<file path="src/rtl/core/mls_pkg.sv">
package mls_pkg;

  localparam int unsigned SideW  = 7;
  localparam int unsigned CoordW = 6;
  localparam int unsigned D2W    = 16;
  localparam int unsigned TermW  = 25;
  localparam int unsigned SumW   = 48;

  typedef struct packed {
    logic              operation;
    logic [SideW-1:0]  lattice_side;
    logic [CoordW-1:0] ion_x;
    logic [CoordW-1:0] ion_y;
    logic [CoordW-1:0] ion_z;
  } in_beat_t;

  typedef struct packed {
    logic signed [SumW-1:0] energy_sum;
    logic                   coordinate_error;
  } out_beat_t;

  // Classified job handed from front to back.
  typedef struct packed {
    logic              flat;
    logic [SideW-1:0]  side;
    logic [CoordW-1:0] ix;
    logic [CoordW-1:0] iy;
    logic [CoordW-1:0] iz;
    logic              err;
  } job_t;

  typedef struct packed {
    logic valid;
    logic full;
  } q_stat_t;

endpackage

</file>
<file path="src/rtl/core/mls_front.sv">
module mls_front #(
  parameter int unsigned MAX_SIDE = 64
) (
  input  mls_pkg::in_beat_t in_beat_i,
  output mls_pkg::job_t     job_o
);
  import mls_pkg::*;

  localparam int unsigned SideLim = (MAX_SIDE > 127) ? 127 : MAX_SIDE;

  logic [SideW-1:0] side;

  always_comb begin
    side = (in_beat_i.lattice_side > SideW'(SideLim)) ? SideW'(SideLim)
                                                     : in_beat_i.lattice_side;
    job_o.flat = in_beat_i.operation;
    job_o.side = side;
    job_o.ix   = in_beat_i.ion_x;
    job_o.iy   = in_beat_i.ion_y;
    job_o.iz   = in_beat_i.ion_z;
    job_o.err  = ({1'b0, in_beat_i.ion_x} >= side) || ({1'b0, in_beat_i.ion_y} >= side) ||
                 ({1'b0, in_beat_i.ion_z} >= side);
  end

endmodule

</file>
<file path="src/rtl/core/mls_queue.sv">
module mls_queue (
  input  logic             clk_i,
  input  logic             rst_ni,
  input  logic             push_i,
  input  mls_pkg::job_t    job_i,
  input  logic             pop_i,
  output mls_pkg::job_t    job_o,
  output mls_pkg::q_stat_t stat_o
);
  import mls_pkg::*;

  job_t       mem_q [2];
  logic       wr_q, rd_q;
  logic [1:0] cnt_q;

  always_ff @(posedge clk_i) begin
    if (push_i) mem_q[wr_q] <= job_i;
  end

  always_ff @(posedge clk_i or negedge rst_ni) begin
    if (!rst_ni) begin
      wr_q  <= 1'b0;
      rd_q  <= 1'b0;
      cnt_q <= 2'd0;
    end else begin
      if (push_i) wr_q <= ~wr_q;
      if (pop_i)  rd_q <= ~rd_q;
      cnt_q <= cnt_q + {1'b0, push_i} - {1'b0, pop_i};
    end
  end

  assign job_o        = mem_q[rd_q];
  assign stat_o.valid = (cnt_q != 2'd0);
  assign stat_o.full  = (cnt_q == 2'd2);

endmodule

</file>
<file path="src/rtl/core/mls_term.sv">
module mls_term (
  input  logic                       clk_i,
  input  logic                       rst_ni,
  input  logic                       start_i,
  input  logic [mls_pkg::D2W-1:0]    d2_i,
  output logic                       done_o,
  output logic [mls_pkg::TermW-1:0]  term_o
);
  import mls_pkg::*;

  // round(2^24/sqrt(d2)): restoring 2^50/d2, one bit a cycle, then bitwise isqrt.
  localparam logic [1:0] P_IDLE = 2'd0;
  localparam logic [1:0] P_DIV  = 2'd1;
  localparam logic [1:0] P_SQRT = 2'd2;

  logic [1:0]     ph_q, ph_d;
  logic [5:0]     cnt_q, cnt_d;
  logic [D2W-1:0] dv_q, dv_d;
  logic [D2W-1:0] rem_q, rem_d;
  logic [51:0]    v_q, v_d, r_q, r_d, b_q, b_d;
  logic           done_q, done_d;
  logic [TermW-1:0] term_q, term_d;
  logic [D2W:0]   trial;
  logic [51:0]    rb;
  logic           ge;

  always_comb begin
    ph_d   = ph_q;
    cnt_d  = cnt_q;
    dv_d   = dv_q;
    rem_d  = rem_q;
    v_d    = v_q;
    r_d    = r_q;
    b_d    = b_q;
    done_d = 1'b0;
    term_d = term_q;
    trial  = {rem_q, (cnt_q == 6'd50)};
    ge     = (trial >= {1'b0, dv_q});
    rb     = r_q + b_q;
    case (ph_q)
      P_IDLE: begin
        if (start_i) begin
          ph_d  = P_DIV;
          cnt_d = 6'd50;
          dv_d  = d2_i;
          rem_d = '0;
          v_d   = '0;
        end
      end
      P_DIV: begin
        rem_d = ge ? D2W'(trial - {1'b0, dv_q}) : trial[D2W-1:0];
        v_d   = {v_q[50:0], ge};
        if (cnt_q == 6'd0) begin
          ph_d  = P_SQRT;
          cnt_d = 6'd25;
          r_d   = '0;
          b_d   = 52'd1 << 50;
        end else begin
          cnt_d = cnt_q - 6'd1;
        end
      end
      P_SQRT: begin
        if (v_q >= rb) begin
          v_d = v_q - rb;
          r_d = (r_q >> 1) + b_q;
        end else begin
          r_d = r_q >> 1;
        end
        b_d = b_q >> 2;
        if (cnt_q == 6'd0) begin
          ph_d   = P_IDLE;
          done_d = 1'b1;
          term_d = TermW'((r_d[25:0] + 26'd1) >> 1);
        end else begin
          cnt_d = cnt_q - 6'd1;
        end
      end
      default: ph_d = P_IDLE;
    endcase
  end

  always_ff @(posedge clk_i or negedge rst_ni) begin
    if (!rst_ni) begin
      ph_q   <= P_IDLE;
      done_q <= 1'b0;
    end else begin
      ph_q   <= ph_d;
      done_q <= done_d;
    end
  end

  always_ff @(posedge clk_i) begin
    cnt_q  <= cnt_d;
    dv_q   <= dv_d;
    rem_q  <= rem_d;
    v_q    <= v_d;
    r_q    <= r_d;
    b_q    <= b_d;
    term_q <= term_d;
  end

  assign done_o = done_q;
  assign term_o = term_q;

endmodule

</file>
<file path="src/rtl/core/mls_back.sv">
module mls_back (
  input  logic               clk_i,
  input  logic               rst_ni,
  input  mls_pkg::q_stat_t   q_stat_i,
  input  mls_pkg::job_t      job_i,
  output logic               pop_o,
  output logic               out_valid_o,
  input  logic               out_stall_i,
  output mls_pkg::out_beat_t out_beat_o
);
  import mls_pkg::*;

  localparam logic [1:0] S_IDLE = 2'd0;
  localparam logic [1:0] S_PT   = 2'd1;
  localparam logic [1:0] S_WAIT = 2'd2;
  localparam logic [1:0] S_DONE = 2'd3;

  logic [1:0]       st_q, st_d;
  job_t             job_q, job_d;
  logic [SideW-1:0] x_q, x_d, y_q, y_d, z_q, z_d;
  logic signed [SumW-1:0] acc_q, acc_d;
  logic             ov_q, ov_d;
  out_beat_t        ob_q, ob_d;
  logic [SideW-1:0] pz, dx, dy, dz, last;
  logic [D2W-1:0]   d2;
  logic             skip, neg, t_start, t_done, adv;
  logic [TermW-1:0] term;

  mls_term u_term (
    .clk_i  (clk_i),
    .rst_ni (rst_ni),
    .start_i(t_start),
    .d2_i   (d2),
    .done_o (t_done),
    .term_o (term)
  );

  always_comb begin
    last = job_q.side - SideW'(1);
    pz   = job_q.flat ? {1'b0, job_q.iz} : z_q;
    dx   = (x_q > {1'b0, job_q.ix}) ? x_q - {1'b0, job_q.ix} : {1'b0, job_q.ix} - x_q;
    dy   = (y_q > {1'b0, job_q.iy}) ? y_q - {1'b0, job_q.iy} : {1'b0, job_q.iy} - y_q;
    dz   = (pz  > {1'b0, job_q.iz}) ? pz  - {1'b0, job_q.iz} : {1'b0, job_q.iz} - pz;
    d2   = (D2W'(dx) * D2W'(dx)) + (D2W'(dy) * D2W'(dy)) + (D2W'(dz) * D2W'(dz));
    skip = ((x_q == '0) && (y_q == '0) && (z_q == '0)) || (d2 == '0);
    neg  = x_q[0] ^ y_q[0] ^ pz[0] ^ job_q.ix[0] ^ job_q.iy[0] ^ job_q.iz[0];
  end

  always_comb begin
    st_d    = st_q;
    job_d   = job_q;
    x_d     = x_q;
    y_d     = y_q;
    z_d     = z_q;
    acc_d   = acc_q;
    ov_d    = ov_q;
    ob_d    = ob_q;
    pop_o   = 1'b0;
    t_start = 1'b0;
    adv     = 1'b0;
    if (ov_q && !out_stall_i) ov_d = 1'b0;
    case (st_q)
      S_IDLE: begin
        if (q_stat_i.valid) begin
          pop_o = 1'b1;
          job_d = job_i;
          x_d   = '0;
          y_d   = '0;
          z_d   = '0;
          acc_d = '0;
          st_d  = job_i.err ? S_DONE : S_PT;
        end
      end
      S_PT: begin
        if (skip) begin
          adv = 1'b1;
        end else begin
          t_start = 1'b1;
          st_d    = S_WAIT;
        end
      end
      S_WAIT: begin
        if (t_done) begin
          acc_d = neg ? acc_q - SumW'(term) : acc_q + SumW'(term);
          adv   = 1'b1;
          st_d  = S_PT;
        end
      end
      S_DONE: begin
        if (!ov_q || !out_stall_i) begin
          ov_d                  = 1'b1;
          ob_d.energy_sum       = job_q.err ? '0 : acc_q;
          ob_d.coordinate_error = job_q.err;
          st_d                  = S_IDLE;
        end
      end
      default: st_d = S_IDLE;
    endcase
    if (adv) begin
      if (z_q == last) begin
        z_d = '0;
        if (y_q == last) begin
          y_d = '0;
          if (x_q == last) st_d = S_DONE;
          else x_d = x_q + SideW'(1);
        end else begin
          y_d = y_q + SideW'(1);
        end
      end else begin
        z_d = z_q + SideW'(1);
      end
    end
  end

  always_ff @(posedge clk_i or negedge rst_ni) begin
    if (!rst_ni) begin
      st_q <= S_IDLE;
      ov_q <= 1'b0;
    end else begin
      st_q <= st_d;
      ov_q <= ov_d;
    end
  end

  always_ff @(posedge clk_i) begin
    job_q <= job_d;
    x_q   <= x_d;
    y_q   <= y_d;
    z_q   <= z_d;
    acc_q <= acc_d;
    ob_q  <= ob_d;
  end

  assign out_valid_o = ov_q;
  assign out_beat_o  = ob_q;

endmodule

</file>
<file path="src/rtl/core/madelung_lattice_sum_core.sv">
// Per item: each summed pair waits on the term unit and each skipped point is only stepped
//   past, behind the queue and the output register; an item with a bad coordinate skips the walk.
// Throughput: one item at a time; the single 1/sqrt unit (51 divide + 26 root steps)
//   sets the rate, and the two-entry job queue keeps the input open meanwhile.
// Reset: rst_ni is asynchronous, active low; it empties the queue, idles the sequencer
//   and drops out_valid_o. Payload registers are not reset.
module madelung_lattice_sum_core #(
  parameter int unsigned MAX_SIDE = 64
) (
  input  logic               clk_i,
  input  logic               rst_ni,
  input  logic               in_valid_i,
  output logic               in_stall_o,
  input  mls_pkg::in_beat_t  in_beat_i,
  output logic               out_valid_o,
  input  logic               out_stall_i,
  output mls_pkg::out_beat_t out_beat_o
);
  import mls_pkg::*;

  job_t    job_in, job_out;
  q_stat_t q_stat;
  logic    push, pop;

  // Front: clamp the side to MAX_SIDE (at most 127) and flag coordinates outside the cube.
  mls_front #(.MAX_SIDE(MAX_SIDE)) u_front (
    .in_beat_i(in_beat_i),
    .job_o    (job_in)
  );

  // Input beat is taken whenever the queue has room.
  assign in_stall_o = q_stat.full;
  assign push       = in_valid_i && !q_stat.full;

  mls_queue u_queue (
    .clk_i (clk_i),
    .rst_ni(rst_ni),
    .push_i(push),
    .job_i (job_in),
    .pop_i (pop),
    .job_o (job_out),
    .stat_o(q_stat)
  );

  // Back: walks x, y, z; each non-skipped point goes through the term unit and
  // its signed term is added to the accumulator; the result sits in an output
  // register so the next job can start while it waits.
  mls_back u_back (
    .clk_i      (clk_i),
    .rst_ni     (rst_ni),
    .q_stat_i   (q_stat),
    .job_i      (job_out),
    .pop_o      (pop),
    .out_valid_o(out_valid_o),
    .out_stall_i(out_stall_i),
    .out_beat_o (out_beat_o)
  );

endmodule

</file>
<file path="config.mk">
export PLATFORM = sky130hd
export DESIGN_NAME = madelung_lattice_sum_core
export DESIGN_NICKNAME = d
export VERILOG_FILES = /design/src/rtl/core/mls_pkg.sv /design/src/rtl/core/mls_front.sv /design/src/rtl/core/mls_queue.sv /design/src/rtl/core/mls_term.sv /design/src/rtl/core/mls_back.sv /design/src/rtl/core/madelung_lattice_sum_core.sv
export SDC_FILE = /design/constraint.sdc
export NUM_CORES = 1
export LEC_CHECK = 0
export ABC_AREA = 1
export BUFFER_PORTS_ARGS = -buffer_cell sky130_fd_sc_hd__buf_2
export CELL_PAD_IN_SITES_DETAIL_PLACEMENT = 0
export CELL_PAD_IN_SITES_GLOBAL_PLACEMENT = 1
export CORE_MARGIN = 1
export CORE_UTILIZATION = 35
export DETAILED_ROUTE_END_ITERATION = 16
export PLACE_DENSITY = 0.62
export SETUP_SLACK_MARGIN = 0.5
export SLEW_MARGIN = 30
export SYNTH_ARGS = -nofsm -noshare
export SYNTH_HDL_FRONTEND = slang
export SYNTH_SLANG_ARGS = --single-unit
</file>
<file path="constraint.sdc">
create_clock -name clk_i -period 11.3 [get_ports clk_i]
set_input_delay 1.13 -clock clk_i [delete_from_list [all_inputs] [get_ports clk_i]]
set_output_delay 1.13 -clock clk_i [all_outputs]
set_load 0.05 [all_outputs]
</file>
==> summary.md, run 1 <==
The run finished with clean final reports. In the final layout, the share of cells above drive strength 1 is 7.31%. The standard cell with the maximum stage delay on the critical path was sky130_fd_sc_hd__fa_1. The worst setup path is launched from a flop. The tools report the number of antenna violations at the first check in global routing as 0. The setup TNS came out at 0 ns.

The share of flip-flops with an asynchronous set or reset after synthesis was 2.49%; the number of sinks on the clock net was 402. The logs give 173000 microns for the first-pass GRT wire length and 0 for the max-slew violation total from the final report. The run gives 0 as the final setup violation count.

TritonCTS built the clock tree. The clock reaches the later pin of the worst-skew pair after 0.63 ns. The sequential cells in the finished layout cover a total of 11900 sq um.

The run gives 0 as the hold buffer count at cts. The height of the die works out to 323 microns. The worst register-to-register path ends at u_back.u_term.v_q[50]$_DFFE_PP_.

For the upper clock frequency limit, the log shows 97.2 MHz. The cell sitting at the root of the clock tree is a sky130_fd_sc_hd__clkbuf_16. The routed design could run at a clock period as short as 10.29 ns.

The share of the Yosys chip area taken by registers is 32.9%. The class of the worst hold path is in -> async. The class of the most critical setup path is reg -> reg. The starting density of the core came out at 35.4%. Measured along the x axis, the die boundary spans 323 microns. The number of placed cells counting well taps is 6152, and the number of design rule violations left after detail routing is 0.

The number of nets handed over by synthesis was 5180. The worst register-to-register path has a setup slack of 1.01 ns. The number of synthesized flops with an enable pin works out to 378. Setup repair after global routing left no endpoint under its margin.

In this run, distinct cell masters in the synthesized netlist total 62. The detail route stage leaves a number of antenna-violating nets equal to 0. Counting the fill cells in the layout gives 10.9k.

The number of clock buffers added by TritonCTS is 52. The number of DRC markers after the initial detailed-route iteration was 1959; the register bit total from synthesis was 402. The clock-pin slew on the worst setup and hold paths was 0.06 ns; the row count was 117. The run gives 104000 sq um as the area of the die. The logs give 0 for the total overflow reported by the global router and 5 for the first-pass iteration count of the detailed router. The run gives 10.61 ns as the endpoint arrival time on the critical path. The synthesized instance count was 4736; the last weighted congestion value of the routability-driven placer was 0.862. The element type at the critical path end is a flop. Entering global routing, the biggest net connects 74 pins.

The quantity of I/O buffers inserted on ports works out to 80. Clock skew on the completed layout was measured at 0.0150 ns. Once detailed placement completed, the half-perimeter wirelength came to 89000 microns. After floorplanning, the core was sized to cover 102000 sq um. The count of non-filler cells in the finished layout is 6252, and the synthesized area per cell is 7.62 sq um.

Portion of the clock cycle consumed by the worst path in the final layout: 91.0%. The clock passes through at most 3 buffers. For this run, the slowest stage of the critical path takes 0.54 ns. Summing every instance area after synthesis gives 36100 sq um.

During synthesis, Yosys emitted a total of 0 warnings. Measured in cells, the most critical reg-to-reg path has a length of 51. The diode insertion count for antenna repair was 0. The worst register-to-register path begins at u_back.x_q[4]$_DFF_P_.

The global-route usage over all layers was 21.3%; the transition time at the pin with the least slew margin was 0.977 ns. The tool flagged a number of max-cap violations equal to 0. The multi-input combinational cells in the finished layout cover a total of 21100 sq um. The routed layout has 30.9k vias. Relative to the synthesized area, the layout overhead comes to 11.5%. The maximum fanout count along the critical path was 11.

Summed over all layers, the routed wires come to 112000 microns. For this run, the leading register cell type out of synthesis is sky130_fd_sc_hd__edfxtp_1. The post-detailed-route via-to-cell ratio was 4.95; the routed wirelength normalized by instance count was 17.9 microns. The run gives 0 as the final hold violation count.

The post-route worst hold slack was 0.470 ns. For this run, the post-layout net count is 5288. At the worst endpoint, the required time is 11.62 ns.

The run gives 30.4k as the via count of the first global-routing pass. Tracing the worst setup path back leads to its startpoint at u_back.x_q[4]$_DFF_P_. The number of H-tree levels was 2. In this run the count of I/O pins placed on the die edge is 81.

Measured against its own limit, the worst slew margin works out to 34.2%.
[final cells by class]
class                           instances  share of cell area, %
Multi-Input combinational cell       3455                   52.5
Sequential cell                       402                   29.6
Inverter                              807                   7.53
Tap cell                             1368                   4.26
Clock buffer                           65                   3.41
Timing Repair Buffer                  126                   2.03
Clock inverter                         29                  0.725
[flip-flops by register name, summed over array words and instances (netlist names), 2 cells and up]
register	count
u_queue.mem_q	54
u_back.out_beat_o	49
u_back.z_q	7
u_back.u_term.cnt_q	6
u_back.u_term.dv_q	16
u_back.u_term.r_q	52
u_back.acc_q	48
u_back.u_term.rem_q	16
u_back.st_q	2
u_back.u_term.v_q	52
u_back.u_term.term_o	25
u_back.x_q	7
u_back.y_q	7
u_back.u_term.ph_q	2
u_queue.cnt_q	2
u_back.u_term.b_q	26
u_back.job_q	27
[layer usage]
layer	part of all wire (%)	track usage (%)	wire (microns)	vias up
met2	45	35.0	50600	521
met1	49	29.7	54800	14400
li1	-	-	-	15900
met4	1.9	4.92	2140	0
met3	3.7	2.44	4190	104
met5	0	0	0	-
[cell families after synthesis]
group,count (synthesis),synth area share (%)
and+or+nand+nor,1860,21.3
AOI/OAI and AO/OA,941,14.2
buffers and inverters,879,9.26
adders and majority gates,414,16.2
DFF,402,32.9
xor gates and xnor gates,203,4.95
muxes,37,1.12
[worst max-delay path, delay by kind of cell, from the launching register on]
| family | cells | cell delay [ns] |
|---|---|---|
| AO/OA/AOI/OAI | 5 | 0.71 |
| XOR/XNOR | 3 | 0.46 |
| adder cells (fa/ha/maj) | 12 | 5.15 |
| buffers and inverters | 12 | 0.95 |
| flip-flops | 1 | 0.38 |
| multiplexers | 1 | 0.21 |
| AND/OR/NAND/NOR | 18 | 2.12 |
[worst max path at each step]
| stage | end | slack (ns) | cells after the start |
|---|---|---|---|
| floorplan | u_back.u_term.v_q[0]$_DFFE_PP_ | 0.79 | 48 |
| global placement | u_back.u_term.rem_q[6]$_SDFFCE_PN0P_ | 0.50 | 47 |
| detailed placement | u_back.u_term.rem_q[5]$_SDFFCE_PN0P_ | 0.41 | 45 |
| CTS | u_back.u_term.v_q[48]$_DFFE_PP_ | 0.51 | 47 |
| global route | u_back.u_term.v_q[49]$_DFFE_PP_ | 0.46 | 51 |
| finish | u_back.u_term.v_q[50]$_DFFE_PP_ | 1.01 | 51 |
[cells in the mapped netlist, types with 27 or more instances]
library cell | count | area [sq um]
sky130_fd_sc_hd__nand2_1 | 925 | 3470
sky130_fd_sc_hd__inv_1 | 794 | 2980
sky130_fd_sc_hd__nor2_1 | 575 | 2160
sky130_fd_sc_hd__a21oi_1 | 439 | 2200
sky130_fd_sc_hd__edfxtp_1 | 378 | 11400
sky130_fd_sc_hd__ha_1 | 326 | 4080
sky130_fd_sc_hd__o21ai_0 | 321 | 1610
sky130_fd_sc_hd__nand3_1 | 150 | 751
sky130_fd_sc_hd__xor2_1 | 140 | 1230
sky130_fd_sc_hd__fa_1 | 88 | 1760
sky130_fd_sc_hd__nand4_1 | 69 | 432
sky130_fd_sc_hd__xnor2_1 | 62 | 543
sky130_fd_sc_hd__clkbuf_1 | 48 | 180
sky130_fd_sc_hd__nor3_1 | 44 | 220
sky130_fd_sc_hd__a31oi_1 | 31 | 194
sky130_fd_sc_hd__o21a_1 | 29 | 218
sky130_fd_sc_hd__mux2_2 | 27 | 304
[timing repair]
action / CTS / global route
buffers inserted: 0 / 3
cloned: 0 / 3
pin swaps: 0 / 11
gates resized for setup: 1 / 56
endpoints found under the setup margin: 16 / 122
[placed cells by master (no fill, tap or decap), types with 28 or more instances in the layout]
cell	count
sky130_fd_sc_hd__a31oi_1	31
sky130_fd_sc_hd__nand4_1	69
sky130_fd_sc_hd__ha_1	314
sky130_fd_sc_hd__o21a_1	28
sky130_fd_sc_hd__nand2_1	916
sky130_fd_sc_hd__nand3_1	148
sky130_fd_sc_hd__fa_1	87
sky130_fd_sc_hd__o21ai_0	317
sky130_fd_sc_hd__xor2_1	139
sky130_fd_sc_hd__buf_4	40
sky130_fd_sc_hd__nor2_1	568
sky130_fd_sc_hd__clkbuf_16	55
sky130_fd_sc_hd__a21oi_1	436
sky130_fd_sc_hd__xnor2_1	62
sky130_fd_sc_hd__inv_1	787
sky130_fd_sc_hd__nor3_1	44
sky130_fd_sc_hd__buf_2	80
sky130_fd_sc_hd__edfxtp_1	378
[per-stage QoR]
| step | worst slack (ns) | utilization (%) | cell area, sq um |
|---|---|---|---|
| final | 1.01 | 39.4 | 40200 |
| after global routing | 0.464 | 39.4 | 40200 |
| after CTS | 0.509 | 39.1 | 39900 |
| after detailed placement | 0.407 | 37.5 | 38200 |
| after global placement | 0.499 | 37.5 | 38200 |
| after floorplan | 0.790 | - | 36100 |
Power of run 1 is not shown: default switching activity piles up to over one toggle a cycle in this logic, so the estimate is an artifact.
==> run 2: changes to the inputs <==
PLACE_DENSITY = 0.59   (was 0.62)
clock period = 13.1 ns   (was 11.3 ns; I/O delays follow)
==> summary.md, run 2 (same netlist as run 1, synthesis figures left out) <==
STA classifies the critical path endpoint as a flop. For the final database, setup skew stands at 0.0397 ns. The worst setup path is of the reg -> reg kind.

The setup slack on the worst flop-to-flop path is 1.65 ns. Cell repeated most along the worst path: sky130_fd_sc_hd__nand2_1. In this run the deepest clock path goes through 3 buffers.

Along the worst path, the maximum fanout reaches 28. Setup violations remaining at the end of the flow were counted as 0. Largest register by flop count: u_queue.mem_q.

For the via count of the first global-routing pass, the log shows 30.3k. Across every metal layer, demand over resource in global routing totals 21.5%. The tools report the cell chosen for the clock root as sky130_fd_sc_hd__clkbuf_16. TritonCTS built the clock tree. Summing all multi-input logic gate instances after layout gives 20900 sq um. The setup TNS is 0 ns. The portion of the clock cycle consumed by the worst path in the final layout was 87.4%. The later pin in the worst-skew pair is clocked with a latency of 0.64 ns. In this run the remaining antenna-violating nets after routing total 0.

Summed over all nets, the half-perimeter wirelength after detailed placement is 89500 microns. Headroom to the max-slew limit came out at 33.1%. The die span in x was 323 microns; the post-detailed-route via-to-cell ratio was 4.94. Port buffering added 80 buffers. The buffer count from post-CTS setup fixing came out at 0. After global routing the overflow that remains totals 0.

The worst path in the final design needs a cycle of 11.45 ns, including I/O delays and setup. The number of antenna violations at the first check in global routing is 0, and the depth of the worst register-to-register path is 48. The delay of the slowest critical-path stage was 0.55 ns.

The worst register-to-register path begins at u_back.x_q[1]$_DFF_P_. Setup repair after global routing left no endpoint under its margin. Clock-pin slew was measured on the worst setup and hold paths at 0.07 ns.

In the final routed layout, each cell accounts on average for 18.0 microns. The standard cell with the maximum stage delay on the critical path is sky130_fd_sc_hd__fa_1. For this run, the top clock speed supported by timing is 87.3 MHz. For the row count, the log shows 117. The endpoint arrival time on the critical path is 11.74 ns, and the number of inserted filler cells in the final layout is 10.8k. STA classifies the critical path startpoint as a flop.

The run gives 0 as the number of instances resized during post-cts repair. The tools report the first-pass iteration count of the detailed router as 6. 81 I/O pins were placed.

The height of the die was 323 microns. The min-delay analysis places its worst path in the category reg -> reg. For the pin with the worst max-slew slack, the measured transition is 1.00 ns. For the max-slew violation total from the final report, the log shows 0. The last weighted congestion value of the routability-driven placer was 0.846. In the layout the commonest cells are sky130_fd_sc_hd__nand2_1 (924), sky130_fd_sc_hd__inv_1 (794), sky130_fd_sc_hd__nor2_1 (570). The tools report the worst setup path startpoint as u_back.x_q[1]$_DFF_P_.

Leaving out fill and tap cells, the most frequent cell in the layout is sky130_fd_sc_hd__nand2_1. The total area inside the core boundary comes to 102000 sq um. Entering global routing, the biggest net connects 65 pins.

The first-pass GRT wire length is 175000 microns. The logs give 0 for the diode insertion count for antenna repair and 1967 for the number of DRC markers after the initial detailed-route iteration. The tools report the number of design rule violations left after detail routing as 0.

The tools report the final hold violation count as 0. The tools report the number of buffers inserted during clock tree synthesis as 52. In the final design database the tool counted 5265 nets. Counting every sink on the clock net gives 402.

The flow ran to the end, and the final reports show no timing, DRC or antenna violations. In the final layout, the registers with the most flip-flops are u_queue.mem_q (54), u_back.u_term.r_q (52), u_back.u_term.v_q (52). The area growth from synthesis to layout is 10.4%.

The register with the most flip-flops in the layout has 54 of them. For the total via count in the routed design, the log shows 30.8k. For the worst setup path, the data required time is 13.39 ns. Reg-to-reg critical path endpoint: u_back.z_q[3]$_SDFFCE_PP0P_. The tools report the total detailed-routing wirelength as 112000 microns. The tools report the sequential cell area in the final layout as 11900 sq um. The die covers 104000 sq um.

Endpoint of the most critical setup path: u_back.z_q[3]$_SDFFCE_PP0P_. The hold buffer count at cts was 0; the starting density of the core was 35.4%. The number of max-cap violations was 0; the proportion of layout cells with a drive suffix above 1 was 6.04%.

The H-tree was split into 2 levels.
==> run 2: cell types whose count changed in the layout (fill, tap and decap cells not counted), moves of 6 or more <==
cell,before,now
sky130_fd_sc_hd__inv_2,17,10
sky130_fd_sc_hd__nand2_1,916,924
sky130_fd_sc_hd__inv_1,787,794
sky130_fd_sc_hd__buf_4,40,23
sky130_fd_sc_hd__ha_1,314,324
sky130_fd_sc_hd__ha_4,8,0
sky130_fd_sc_hd__dfxtp_1,8,14
sky130_fd_sc_hd__nand2_2,21,14
==> run 2: through the flow <==
| stage | instances | util (%) | worst slack [ns] | hold WS [ns] | cell area, sq um |
|---|---|---|---|---|---|
| floorplan | 4736 | - | 1.16 | 0.467 | 36100 |
| global placement | 6135 | 37.3 | 1.78 | 0.521 | 38100 |
| global route | 6232 | 39.0 | 0.607 | 0.558 | 39800 |
| CTS | 6232 | 39.0 | 1.53 | 0.549 | 39800 |
| finish | 6232 | 39.0 | 1.65 | 0.548 | 39800 |
| detailed placement | 6135 | 37.3 | 1.53 | 0.534 | 38100 |
==> run 2: how the worst min path moves through the flow <==
stage / start / end / slack (ns) / cells past startpoint
floorplan: u_back.job_q[0]$_DFFE_PP_ / u_back.out_beat_o[0]$_DFFE_PP_ / 0.47 / 0
global placement: u_queue.wr_q$_DFFE_PN0P_ / u_queue.wr_q$_DFFE_PN0P_ / 0.52 / 2
detailed placement: u_queue.mem_q[1][23]$_DFFE_PP_ / u_back.job_q[23]$_DFFE_PP_ / 0.53 / 1
CTS: u_queue.mem_q[1][23]$_DFFE_PP_ / u_back.job_q[23]$_DFFE_PP_ / 0.55 / 1
global route: u_queue.mem_q[1][23]$_DFFE_PP_ / u_back.job_q[23]$_DFFE_PP_ / 0.56 / 1
finish: u_queue.wr_q$_DFFE_PN0P_ / u_queue.wr_q$_DFFE_PN0P_ / 0.55 / 2
==> run 2: final cells by class <==
| class | count | share of cell area, % |
|---|---|---|
| Tap cell | 1368 | 4.30 |
| Sequential cell | 402 | 29.8 |
| Timing Repair Buffer | 103 | 1.44 |
| Clock buffer | 61 | 3.41 |
| Clock inverter | 36 | 0.880 |
| Inverter | 807 | 7.61 |
| Multi-Input combinational cell | 3455 | 52.5 |
==> run 2: layer usage <==
| metal | track usage (%) | up-vias | part of all wire [%] |
|---|---|---|---|
| met5 | 0 | - | 0 |
| li1 | - | 15900 | - |
| met3 | 2.33 | 98 | 3.5 |
| met2 | 35.4 | 509 | 45 |
| met1 | 30.5 | 14300 | 50 |
| met4 | 4.22 | 0 | 1.6 |
==> run 2: critical path: cells and delay by family (launching register included) <==
family	cells	cell delay [ns]
adder cells (fa/ha/maj)	12	5.22
flip-flops	1	0.44
AND/OR/NAND/NOR	21	3.24
buffers and inverters	8	0.53
XOR/XNOR	3	0.91
AO/OA/AOI/OAI	4	0.78
Power of run 2 is left out for the same reason.
